## config.mk

```make
export PLATFORM = sky130hd
export DESIGN_NAME = line_height_anomaly_scanner_top
export DESIGN_NICKNAME = d
export VERILOG_FILES = /design/src/hdl/lhas_pkg.sv /design/src/hdl/line_height_anomaly_scanner_top.sv /design/src/hdl/lhas_ram.sv /design/src/hdl/lhas_eval.sv
export VERILOG_INCLUDE_DIRS = /design/src /design/src/hdl
export SDC_FILE = /design/constraint.sdc
export NUM_CORES = 2
export LEC_CHECK = 0
export BUFFER_PORTS_ARGS = -buffer_cell sky130_fd_sc_hd__buf_2
export CORE_ASPECT_RATIO = 0.75
export CORE_MARGIN = 8
export CORE_UTILIZATION = 55
export CTS_CLUSTER_DIAMETER = 40
export DETAILED_ROUTE_END_ITERATION = 10
export GPL_ROUTABILITY_DRIVEN = 0
export PLACE_DENSITY = 0.76
export SLEW_MARGIN = 20
export SYNTH_ARGS = -nofsm -noshare
export SYNTH_HDL_FRONTEND = slang
export SYNTH_SLANG_ARGS = --single-unit
```

## constraint.sdc

```tcl
create_clock -name clk -period 10.2 [get_ports clk]
set_input_delay 1.02 -clock clk [delete_from_list [all_inputs] [get_ports clk]]
set_output_delay 1.02 -clock clk [all_outputs]
set_load 0.01 [all_outputs]
```

## src/hdl/line_height_anomaly_scanner_top_macros.svh

```systemverilog
// Assertion macros for the line height anomaly scanner
`ifndef LINE_HEIGHT_ANOMALY_SCANNER_TOP_MACROS_SVH
`define LINE_HEIGHT_ANOMALY_SCANNER_TOP_MACROS_SVH

// same-cycle implication, sampled on clk, off while in reset
`define LHAS_ASSERT_NOW(lbl, ante, cons, msg) \
	lbl: assert property (@(posedge clk) disable iff (!arst_n) (ante) |-> (cons)) \
		else $error(msg);

// next-cycle implication, sampled on clk, off while in reset
`define LHAS_ASSERT_NEXT(lbl, ante, cons, msg) \
	lbl: assert property (@(posedge clk) disable iff (!arst_n) (ante) |=> (cons)) \
		else $error(msg);

`endif

```

## src/hdl/lhas_pkg.sv

```systemverilog
// Shared constants, types and codes of the line height anomaly scanner
package lhas_pkg;

	localparam int LINE_MAX = 64;
	localparam int ADDR_W = $clog2(LINE_MAX);
	localparam int CNT_W = $clog2(LINE_MAX + 1);
	localparam int H_W = 32;
	localparam int POS_W = 6;
	localparam int CFG_W = 31;
	localparam int SUM_W = H_W + ADDR_W;
	localparam int THR_W = CFG_W + ADDR_W;
	localparam int CMP_W = THR_W + 1;
	localparam int IN_TDATA_W = 32;
	localparam int OUT_TDATA_W = 40;
	localparam int OUT_PAD_W = OUT_TDATA_W - POS_W - H_W;
	localparam int CFG_IDX_W = 2;

	localparam logic [CFG_W-1:0] RISE_RESET = CFG_W'(1024);
	localparam logic [CFG_W-1:0] DROP_RESET = CFG_W'(1024);
	localparam logic [CFG_W-1:0] ALLOW_RESET = CFG_W'(1024);

	typedef enum logic [CFG_IDX_W-1:0] {
		CFG_RISE,
		CFG_DROP,
		CFG_ALLOW,
		CFG_REVERSE
	} cfg_idx_t;

	typedef enum logic [1:0] {
		ST_LOAD,
		ST_READ,
		ST_MUL,
		ST_EVAL
	} lhas_state_t;

	typedef struct packed {
		logic start;
		logic mul_en;
		logic fire;
	} lhas_ctl_t;

	typedef struct packed {
		logic abnormal;
		logic [H_W-1:0] ref_height;
	} lhas_res_t;

endpackage

```

## src/hdl/line_height_anomaly_scanner_top.sv

```systemverilog
// Line height anomaly scanner: line loading, scan sequencing and result register
//
// Samples arrive on the s_ stream, one per cycle while s_tready is high; tlast
// marks the last sample of a line. Up to LINE_MAX samples are stored and summed;
// further samples of the same line are dropped, but a dropped tlast still ends
// the line. At the end of a line s_tready falls and the stored samples are
// scanned, forward or reversed, giving one result per stored sample on m_.
// After the tlast transfer the first sample is read from the line store, its
// product registered, then its result registered in the classification step;
// each later sample's read is issued as the result before it is registered.
// While a result waits and m_tready is low the result register holds and the
// scan pauses in the classification step; s_tready rises as the last result
// is registered, and that result may still wait to be taken. Configuration
// writes on cfg_we take effect at once; the user must make them while idle,
// as the block does not enforce it. Reset clears sequencer, counts, sum, settings
// and m_tvalid; the line store is not cleared and needs no clearing pass.
`include "line_height_anomaly_scanner_top_macros.svh"

module line_height_anomaly_scanner_top (
	input  logic                                 clk,
	input  logic                                 arst_n,
	input  logic                                 s_tvalid,
	output logic                                 s_tready,
	input  logic [lhas_pkg::IN_TDATA_W-1:0]      s_tdata,  // height[31:0]
	input  logic                                 s_tlast,  // last_in_line
	output logic                                 m_tvalid,
	input  logic                                 m_tready,
	output logic [lhas_pkg::OUT_TDATA_W-1:0]     m_tdata,  // position[5:0], reference_height[37:6], zero
	output logic                                 m_tuser,  // abnormal
	output logic                                 m_tlast,  // last_result
	input  logic                                 cfg_we,
	input  logic [lhas_pkg::CFG_IDX_W-1:0]       cfg_index,
	input  logic [lhas_pkg::CFG_W-1:0]           cfg_data
);
	import lhas_pkg::*;

	lhas_state_t             state_q;
	lhas_state_t             state_d;
	logic [CNT_W-1:0]        cnt_q;
	logic [CNT_W-1:0]        n_q;
	logic signed [SUM_W-1:0] sum_q;
	logic [ADDR_W-1:0]       pos_q;
	logic [ADDR_W-1:0]       remain_q;
	logic [CFG_W-1:0]        rise_q;
	logic [CFG_W-1:0]        drop_q;
	logic [CFG_W-1:0]        allow_q;
	logic                    reverse_q;

	logic                    m_valid_q;
	logic [ADDR_W-1:0]       m_pos_q;
	logic                    m_abn_q;
	logic [H_W-1:0]          m_ref_q;
	logic                    m_last_q;

	logic                    accept;
	logic                    store;
	logic                    fire;
	logic                    scan_done;
	logic [CNT_W-1:0]        n_new;
	logic [CNT_W-1:0]        n_m1;
	logic [ADDR_W-1:0]       pos_nx;
	logic signed [H_W-1:0]   height;
	logic                    ram_re;
	logic [ADDR_W-1:0]       ram_raddr;
	logic [H_W-1:0]          ram_rdata;
	lhas_ctl_t               ctl;
	lhas_res_t               res;

	assign height = $signed(s_tdata[H_W-1:0]);
	assign accept = s_tvalid && s_tready;
	assign store = accept && (cnt_q < CNT_W'(LINE_MAX));
	assign n_new = cnt_q + CNT_W'(store);
	assign n_m1 = n_new - CNT_W'(1);
	assign pos_nx = reverse_q ? pos_q - ADDR_W'(1) : pos_q + ADDR_W'(1);
	assign scan_done = fire && (remain_q == '0);

	always_comb begin
		state_d = state_q;
		s_tready = 1'b0;
		fire = 1'b0;
		ram_re = 1'b0;
		ram_raddr = pos_q;
		ctl = '0;
		case (state_q)
			ST_LOAD: begin
				s_tready = 1'b1;
				if (accept && s_tlast) begin
					ctl.start = 1'b1;
					state_d = ST_READ;
				end
			end
			ST_READ: begin
				ram_re = 1'b1;
				state_d = ST_MUL;
			end
			ST_MUL: begin
				ctl.mul_en = 1'b1;
				state_d = ST_EVAL;
			end
			ST_EVAL: begin
				fire = !m_valid_q || m_tready;
				ctl.fire = fire;
				ram_re = fire;
				ram_raddr = pos_nx;
				if (fire) begin
					state_d = (remain_q == '0) ? ST_LOAD : ST_MUL;
				end
			end
			default: begin
				state_d = ST_LOAD;
			end
		endcase
	end

	always_ff @(posedge clk or negedge arst_n) begin
		if (!arst_n) begin
			state_q <= ST_LOAD;
		end else begin
			state_q <= state_d;
		end
	end

	always_ff @(posedge clk or negedge arst_n) begin
		if (!arst_n) begin
			rise_q <= RISE_RESET;
			drop_q <= DROP_RESET;
			allow_q <= ALLOW_RESET;
			reverse_q <= 1'b0;
		end else if (cfg_we) begin
			case (cfg_idx_t'(cfg_index))
				CFG_RISE:    rise_q <= cfg_data;
				CFG_DROP:    drop_q <= cfg_data;
				CFG_ALLOW:   allow_q <= cfg_data;
				CFG_REVERSE: reverse_q <= cfg_data[0];
				default: begin
				end
			endcase
		end
	end

	always_ff @(posedge clk or negedge arst_n) begin
		if (!arst_n) begin
			cnt_q <= '0;
			n_q <= '0;
			sum_q <= '0;
			pos_q <= '0;
			remain_q <= '0;
		end else begin
			if (accept && s_tlast) begin
				cnt_q <= '0;
				n_q <= n_new;
				remain_q <= n_m1[ADDR_W-1:0];
				pos_q <= reverse_q ? n_m1[ADDR_W-1:0] : '0;
			end else if (store) begin
				cnt_q <= n_new;
			end else if (fire) begin
				pos_q <= pos_nx;
				remain_q <= remain_q - ADDR_W'(1);
			end
			if (scan_done) begin
				sum_q <= '0;
			end else if (store) begin
				sum_q <= sum_q + SUM_W'(height);
			end
		end
	end

	always_ff @(posedge clk or negedge arst_n) begin
		if (!arst_n) begin
			m_valid_q <= 1'b0;
		end else if (fire) begin
			m_valid_q <= 1'b1;
		end else if (m_tready) begin
			m_valid_q <= 1'b0;
		end
	end

	always_ff @(posedge clk) begin
		if (fire) begin
			m_pos_q <= pos_q;
			m_abn_q <= res.abnormal;
			m_ref_q <= res.ref_height;
			m_last_q <= remain_q == '0;
		end
	end

	assign m_tvalid = m_valid_q;
	assign m_tdata = {{OUT_PAD_W{1'b0}}, m_ref_q, POS_W'(m_pos_q)};
	assign m_tuser = m_abn_q;
	assign m_tlast = m_last_q;

	lhas_ram #(
		.WIDTH(H_W),
		.DEPTH(LINE_MAX)
	) u_line_store (
		.clk   (clk),
		.we    (store),
		.waddr (cnt_q[ADDR_W-1:0]),
		.wdata (s_tdata[H_W-1:0]),
		.re    (ram_re),
		.raddr (ram_raddr),
		.rdata (ram_rdata)
	);

	lhas_eval u_eval (
		.clk      (clk),
		.arst_n   (arst_n),
		.ctl      (ctl),
		.rdata    (ram_rdata),
		.n        (n_q),
		.line_sum (sum_q),
		.rise     (rise_q),
		.drop     (drop_q),
		.allow    (allow_q),
		.res      (res)
	);

	`LHAS_ASSERT_NEXT(a_done_reload, scan_done, s_tready, "scan end did not return to loading")
	`LHAS_ASSERT_NOW(a_ref_zero, m_tvalid && !m_tuser, m_tdata[H_W+POS_W-1:POS_W] == '0, "unflagged result carries a reference")
	`LHAS_ASSERT_NOW(a_cnt_cap, s_tready, cnt_q <= CNT_W'(LINE_MAX), "load count beyond line length")
	`LHAS_ASSERT_NEXT(a_stall_hold, state_q == ST_EVAL && !fire, state_q == ST_EVAL && $stable(pos_q), "stalled scan moved on")

endmodule

```

## src/hdl/lhas_ram.sv

```systemverilog
// Generic single-write, single-read RAM with registered read data
module lhas_ram #(
	parameter int WIDTH = 32,
	parameter int DEPTH = 64
) (
	input  logic                     clk,
	input  logic                     we,
	input  logic [$clog2(DEPTH)-1:0] waddr,
	input  logic [WIDTH-1:0]         wdata,
	input  logic                     re,
	input  logic [$clog2(DEPTH)-1:0] raddr,
	output logic [WIDTH-1:0]         rdata
);

	logic [WIDTH-1:0] mem_q [DEPTH];
	logic [WIDTH-1:0] rdata_q;

	always_ff @(posedge clk) begin
		if (we) begin
			mem_q[waddr] <= wdata;
		end
		if (re) begin
			rdata_q <= mem_q[raddr];
		end
	end

	assign rdata = rdata_q;

endmodule

```

## src/hdl/lhas_eval.sv

```systemverilog
// Per-sample mean test, rise and drop classification and reference tracking
module lhas_eval (
	input  logic                          clk,
	input  logic                          arst_n,
	input  lhas_pkg::lhas_ctl_t           ctl,
	input  logic [lhas_pkg::H_W-1:0]      rdata,
	input  logic [lhas_pkg::CNT_W-1:0]    n,
	input  logic signed [lhas_pkg::SUM_W-1:0] line_sum,
	input  logic [lhas_pkg::CFG_W-1:0]    rise,
	input  logic [lhas_pkg::CFG_W-1:0]    drop,
	input  logic [lhas_pkg::CFG_W-1:0]    allow,
	output lhas_pkg::lhas_res_t           res
);
	import lhas_pkg::*;

	logic signed [H_W-1:0]       cur_s2;
	logic signed [SUM_W-1:0]     prod_s2;
	logic signed [H_W+CNT_W:0]   mul_full;
	logic signed [H_W-1:0]       ref_q;
	logic [THR_W-1:0]            thr_q;
	logic                        seeded_q;

	logic signed [H_W-1:0]       ref_eff;
	logic [THR_W-1:0]            thr_eff;
	logic signed [CMP_W-1:0]     rise_d;
	logic signed [CMP_W-1:0]     fall_d;
	logic                        below;
	logic                        flag;
	logic                        ignore;
	logic                        update;

	assign mul_full = $signed(rdata) * $signed({1'b0, n});

	always_ff @(posedge clk) begin
		if (ctl.mul_en) begin
			cur_s2 <= $signed(rdata);
			prod_s2 <= mul_full[SUM_W-1:0];
		end
	end

	always_comb begin
		ref_eff = seeded_q ? ref_q : cur_s2;
		thr_eff = seeded_q ? thr_q : THR_W'(rise);
		rise_d = CMP_W'(cur_s2) - CMP_W'(ref_eff);
		fall_d = CMP_W'(ref_eff) - CMP_W'(cur_s2);
		below = !seeded_q && (prod_s2 < line_sum);
		flag = !below && (rise_d > $signed({1'b0, thr_eff}));
		ignore = !below && !flag
			&& (fall_d > $signed({{(CMP_W - CFG_W){1'b0}}, drop}));
		update = !below && !flag && !ignore;
		res.abnormal = flag;
		res.ref_height = flag ? ref_eff : '0;
	end

	always_ff @(posedge clk or negedge arst_n) begin
		if (!arst_n) begin
			ref_q <= '0;
			thr_q <= '0;
			seeded_q <= 1'b0;
		end else if (ctl.start) begin
			thr_q <= THR_W'(rise);
			seeded_q <= 1'b0;
		end else if (ctl.fire) begin
			if (flag) begin
				thr_q <= thr_eff + THR_W'(allow);
			end else if (update) begin
				ref_q <= cur_s2;
				thr_q <= THR_W'(rise);
				seeded_q <= 1'b1;
			end
		end
	end

endmodule

```

-- After elaboration in Yosys (flattened, before gate mapping)
Memories as Yosys holds them, arrays and structs flattened. A register that Yosys moved wholly into a read port is not among the register bits.
Index checks and enable logic that the tools add are counted.
- multiply operators: 1
- bitwise logic cells: 2
- add/subtract/negate cells: 9
- $lt $le $gt $ge: 4
- eq/ne operators: 10
- reduce and logical (&&, ||, !) cells: 34
- muxes and demuxes: 37
- operator list (operator ; number):
    $mux W37 ; 5
    $mux W38 ; 2
    $sub A32 B32 Y33 ; 2
    $mux W6 ; 9
    $add A38 B32 Y38 ; 1
    $gt A38 B32 Y1 ; 1
    $gt A38 B38 Y1 ; 1
    $lt A38 B38 Y1 ; 1
    $mul A32 B8 Y38 ; 1
    $add A37 B31 Y37 ; 1
    $mux W32 ; 1
    $sub A6 B1 Y6 const B ; 3
    $mux W7 ; 2
    $reduce_and A2 Y1 ; 7
    $mux W1 ; 13
    $reduce_bool A2 Y1 ; 6
    $logic_and A1 B1 Y1 ; 9
    $eq A2 B2 Y1 const B ; 4
    $pmux W2 S4 ; 1
    $add A7 B1 Y7 ; 1
    $lt A7 B7 Y1 const B ; 1
    $add A6 B1 Y6 const B ; 1
    $logic_not A6 Y1 ; 1
    $mux W2 ; 3
    other kinds (11) ; 20
- bits in writable memories: 2048
- bits of input ports: 71
- memories kept: 1
- word-level logic and storage cells: 118
- bits in registers: 341
- memory list (name ; depth ; bits a word ; read ports ; clocked after memory_dff ; write ports ; RTL line ; RTL):
    u_line_store.mem_q ; 64 ; 32 ; 1 ; 1 ; 1 ; lhas_ram.sv:15 ; logic [WIDTH-1:0] mem_q [DEPTH];

-- Logic depth before layout (Yosys ltp)
- word-level depth: 13
- mapped depth: 28
- gate-level depth less buffers: 25

-- By module
From an unflattened synthesis, not the netlist that was laid out.
- cell total of the unflattened synthesis: 6632
- area total of the unflattened synthesis: 110076.8 sq um
- modules (own cells, without submodules) (module ; instances ; cells each ; area each (sq um)):
    lhas_ram ; 1 ; 3324 ; 78835.6
    lhas_eval ; 1 ; 2450 ; 21358.0
    line_height_anomaly_scanner_top ; 1 ; 858 ; 9883.2

-- Worst setup path before layout
Ideal clock, no wire load.
- kind: register to register
- start point: reg u_eval.seeded_q
- end point: reg u_eval.thr_q[12]
- setup time: 0.125 ns
- arrival time: 6.179 ns
- path slack: 3.896 ns
- cell stages (with the launch flop): 29
- cell sequence: dfrtp_1 -> clkbuf_1 -> buf_1 -> mux2i_1 -> inv_1 -> ha_1 -> inv_1 -> fa_1 -> a211o_1 -> a21oi_1 -> o31ai_1 -> o31a_1 -> a21boi_0 -> o21bai_1 -> a21oi_1 -> o21ai_0 -> xor2_1 -> ha_1 -> nand4_1 -> nor3_1 -> and4_1 -> a221o_1 -> a21oi_1 -> a211o_1 -> or2_1 -> nor2_1 -> buf_2 -> mux2_2 -> mux2_4
- longest elaborated chain between the ends: 11
- elaborated cells between the ends (all ways): 21
- RTL lines (item ; RTL line ; RTL):
    from (decl) ; lhas_eval.sv:21 ; logic seeded_q;
    from (signal assigned) ; lhas_eval.sv:59 ; seeded_q <= 1'b0;
    from (signal assigned) ; lhas_eval.sv:62 ; seeded_q <= 1'b0;
    from (signal assigned) ; lhas_eval.sv:69 ; seeded_q <= 1'b1;
    $mux W32 (*) ; lhas_eval.sv:42 ; ref_eff = seeded_q ? ref_q : cur_s2;
    net u_eval.ref_eff[0] ; lhas_eval.sv:23 ; logic signed [H_W-1:0] ref_eff;
    $sub A32 B32 Y33 ; lhas_eval.sv:44 ; rise_d = CMP_W'(cur_s2) - CMP_W'(ref_eff);
    $gt A38 B38 Y1 ; lhas_eval.sv:47 ; flag = !below && (rise_d > $signed({1'b0, thr_eff}));
    $logic_and A1 B1 Y1 ; lhas_eval.sv:47 ;
    $logic_not A1 Y1 ; lhas_eval.sv:48, lhas_eval.sv:50 ;
    $logic_and A1 B1 Y1 ; lhas_eval.sv:48, lhas_eval.sv:50 ;
    $logic_and A1 B1 Y1 ; lhas_eval.sv:49 ; && (fall_d > $signed({{(CMP_W - CFG_W){1'b0}}, drop}));
    $logic_not A1 Y1 ; lhas_eval.sv:50 ; update = !below && !flag && !ignore;
    $logic_and A1 B1 Y1 ; lhas_eval.sv:50 ;
    $reduce_bool A3 Y1 (no line) ; -- ;
    $reduce_and A2 Y1 (no line) ; -- ;
    to (signal assigned) ; lhas_eval.sv:61 ; thr_q <= THR_W'(rise);
    to (signal assigned) ; lhas_eval.sv:65 ; thr_q <= thr_eff + THR_W'(allow);
    to (signal assigned) ; lhas_eval.sv:68 ; thr_q <= THR_W'(rise);
    to (decl) ; lhas_eval.sv:20 ; logic [THR_W-1:0] thr_q;
The timed path passes the listed nets; every way through them passes the cells marked *. The select of a mux whose other input is x is not followed.
A chain may end at the register's enable or synchronous reset.

-- Worst setup path after layout
- start point: reg u_eval.seeded_q
- end point: reg u_eval.thr_q[18]
Same word-level chain as after synthesis.

==> flow_summary_export.csv <==
group,metric,value,unit
outcome,status,"complete, no violations",
worst_setup_path,reg2reg_from,"u_eval.seeded_q",
worst_setup_path,crit_family,"compound AO/OA/AOI/OAI gates",
floorplanning,start_util,55.2,%
sta,skew,0.102,ns
sta,tns,0,ns
route,vias,63194,
cts,cts-buffers-inserted,270,
synthesis,synth.top_cell.area_share,59.8,%
flow_run,maxCapViolations,0,
synthesis,synthDistinctLibCells,82,
worst_setup_path,worst_path_largest_cell_delay,0.90,ns
worst_setup_path,critPathLaunchType,"flip-flop",
sta,min_period,7.80,ns
cts,cts_tree,"done",
cts,post-cts-setup-buffers,0,
final_layout,area_growth_syn_to_layout,12.3,%
worst_setup_path,worstSetupEndpointType,"flip-flop",
global_routing,grtUsageTotal,26.5,%
global_routing,antenna_found_initial,22,
synthesis,synth_common_cells,"edfxtp_1 (2190), mux4_2 (512), inv_1 (389)",
sta,fin_crit_sh,76.5,%
worst_setup_path,crit_fanout,38,
worst_setup_path,cp_num_buf_inv,3,
route,post_drt_wl_per_cell,29.7,um
synthesis,yosysTopAreaCell,"edfxtp_1",
cts,cts_buffer_depth,4,
route,ant_nets,0,
route,drt_wl_total,289000,um
worst_setup_path,worst_path_max_delay_cell,"dfrtp_4",
route,initialDrtViolationCount,8761,
global_routing,grt_first_pass_wirelength,423000,um
route,drc_errors,0,
worst_setup_path,crit_path_frequent_cell,"a21oi_1",
sta,maxSlewHeadroom,19.7,%
synthesis,yosysWarnings,0,
sta,rsz0062_at_grt,"false",
global_routing,first_global_vias,63116,
synthesis,synth_area_leaders,"edfxtp_1 (60%), mux4_2 (10%), dfrtp_1 (5.2%), ha_1 (3.6%), fa_1 (3.0%)",
final_layout,nets,7415,
worst_setup_path,critPathKind,"flip-flop to flip-flop",
final_layout,drive_gt1_share,20.7,%
floorplanning,dieArea,215000,um2
synthesis,avgSynthCellArea,16.6,um2
floorplanning,rows,142,
floorplanning,ios,115,
sta,setup_viol,0,
final_layout,fillers,13635,
place,hpwl,170000,um
cts,clk_pin_slew,0.06,ns
synthesis,ys_seq_elements,2421,
sta,maxSlewViolCount,0,
route,firstDrtPassIters,6,
cts,clk-insertion-delay-late,0.86,ns
synthesis,synthCells,6613,
global_routing,grt-ovfl-total,0,
synthesis,ys_seq_area_share,65.1,%
worst_setup_path,r2r_end,"u_eval.thr_q[18]",
synthesis,async_flop_share,9.54,%
worst_setup_path,required,10.86,ns
final_layout,regArea,71600,um2
floorplanning,core_area,199000,um2
worst_setup_path,arrival,8.46,ns
worst_setup_path,reg2regPathDepth,26,
synthesis,yosysMostFrequentCell,"edfxtp_1",
cts,clock-root-buffer,"clkbuf_16",
synthesis,synth_edf_count,2190,
hold_path,min_path_type,"input pin to async pin",
cts,cts_hold_buf,0,
floorplanning,die_width,532,um
synthesis,synthFlopType,"edfxtp_1",
cts,cts_resized,0,
sta,worst_slew_pin_slew,1.20,ns
sta,fmax,128,MHz
sta,hold_viol_final,0,
final_layout,multi_input_area,36300,um2
place,port_buffers,112,
cts,cts.htree.levels,5,
route,viasPerCell,6.49,
synthesis,syn_area,110000,um2
worst_setup_path,r2r_slack,2.40,ns
cts,cts.sinks,2421,
floorplanning,die_y,403,um
global_routing,grt_start_max_net_pins,112,
==> worst max-delay path by stage <==
stage,startpoint,cells after the start,slack (ns),to
finish,u_eval.seeded_q,26,2.40,u_eval.thr_q[18]
global placement,u_eval.seeded_q,26,2.48,u_eval.thr_q[22]
CTS,u_eval.seeded_q,26,2.52,u_eval.thr_q[5]
global route,u_eval.seeded_q,26,1.93,u_eval.thr_q[7]
floorplan,u_eval.seeded_q,28,3.90,u_eval.thr_q[12]
detailed placement,u_eval.seeded_q,26,2.60,u_eval.thr_q[17]
==> layer usage <==
metal	GRT usage (%)	share of wire, %	vias to the layer above	routed length [um]
met5	0	0.028	-	80
met4	10.1	4.3	12	12400
met3	6.96	13	597	37300
met2	38.6	43	4171	125000
met1	38.6	39	32310	114000
li1	-	-	26104	-
==> cell families after synthesis <==
group / synth area share [%]
XOR/XNOR: 1.35
multiplexers: 14.4
other: 0.00341
AND/OR/NAND/NOR: 4.46
adder cells (fa/ha/maj): 6.63
flip-flops: 65.1
buffers and inverters: 2.49
AO/OA/AOI/OAI: 5.58
==> layout make-up <==
type                       instances  share of cell area (%)
sequential                      2421                    58.0
multi-input combinational       3497                    29.4
clock buffer                     325                    5.82
tap                             2664                    2.70
timing repair buffer             282                    1.65
clock inverter                   150                    1.28
inverter                         389                    1.18
antenna                            7                  0.0142
==> flip-flops by register name, summed over array words and instances (netlist names), 2 cells and up <==
| register | flops |
|---|---|
| pos_q | 6 |
| m_ref_q | 32 |
| u_eval.prod_s2 | 38 |
| remain_q | 6 |
| allow_q | 31 |
| drop_q | 31 |
| u_line_store.mem_q | 2048 |
| state_q | 2 |
| u_eval.cur_s2 | 32 |
| rise_q | 31 |
| u_eval.thr_q | 37 |
| sum_q | 38 |
| u_eval.ref_q | 32 |
| u_line_store.rdata | 32 |
| cnt_q | 7 |
| m_pos_q | 6 |
| n_q | 7 |
==> cells in the final DEF (no fill, tap or decap), drive strengths merged, types with 131 or more instances in the layout <==
cell	Yosys	layout
a211oi	185	185
a21oi	285	285
and2	205	205
buf	118	282
clkbuf	189	325
dfrtp	228	228
edfxtp	2190	2190
fa	166	166
ha	317	317
inv	389	426
mux2	169	169
mux2i	236	236
mux4	512	512
nand2	272	272
nor2	235	235
o21ai	131	131
==> through the flow <==
| step | util (%) | hold slack (ns) | cells | area (um2) | setup WS, ns |
|---|---|---|---|---|---|
| floorplan | - | 0.445 | 6614 | 110000 | 3.90 |
| global placement | 57.5 | 0.465 | 9247 | 115000 | 2.48 |
| detailed placement | 57.5 | 0.474 | 9251 | 115000 | 2.60 |
| CTS | 61.9 | 0.277 | 9726 | 123000 | 2.52 |
| global route | 62.0 | 0.303 | 9729 | 123000 | 1.93 |
| finish | 62.0 | 0.233 | 9735 | 123000 | 2.40 |
Power is left out: the tool's default activity adds up to more than one toggle a clock period on the data nets, which glitch-free logic cannot reach.
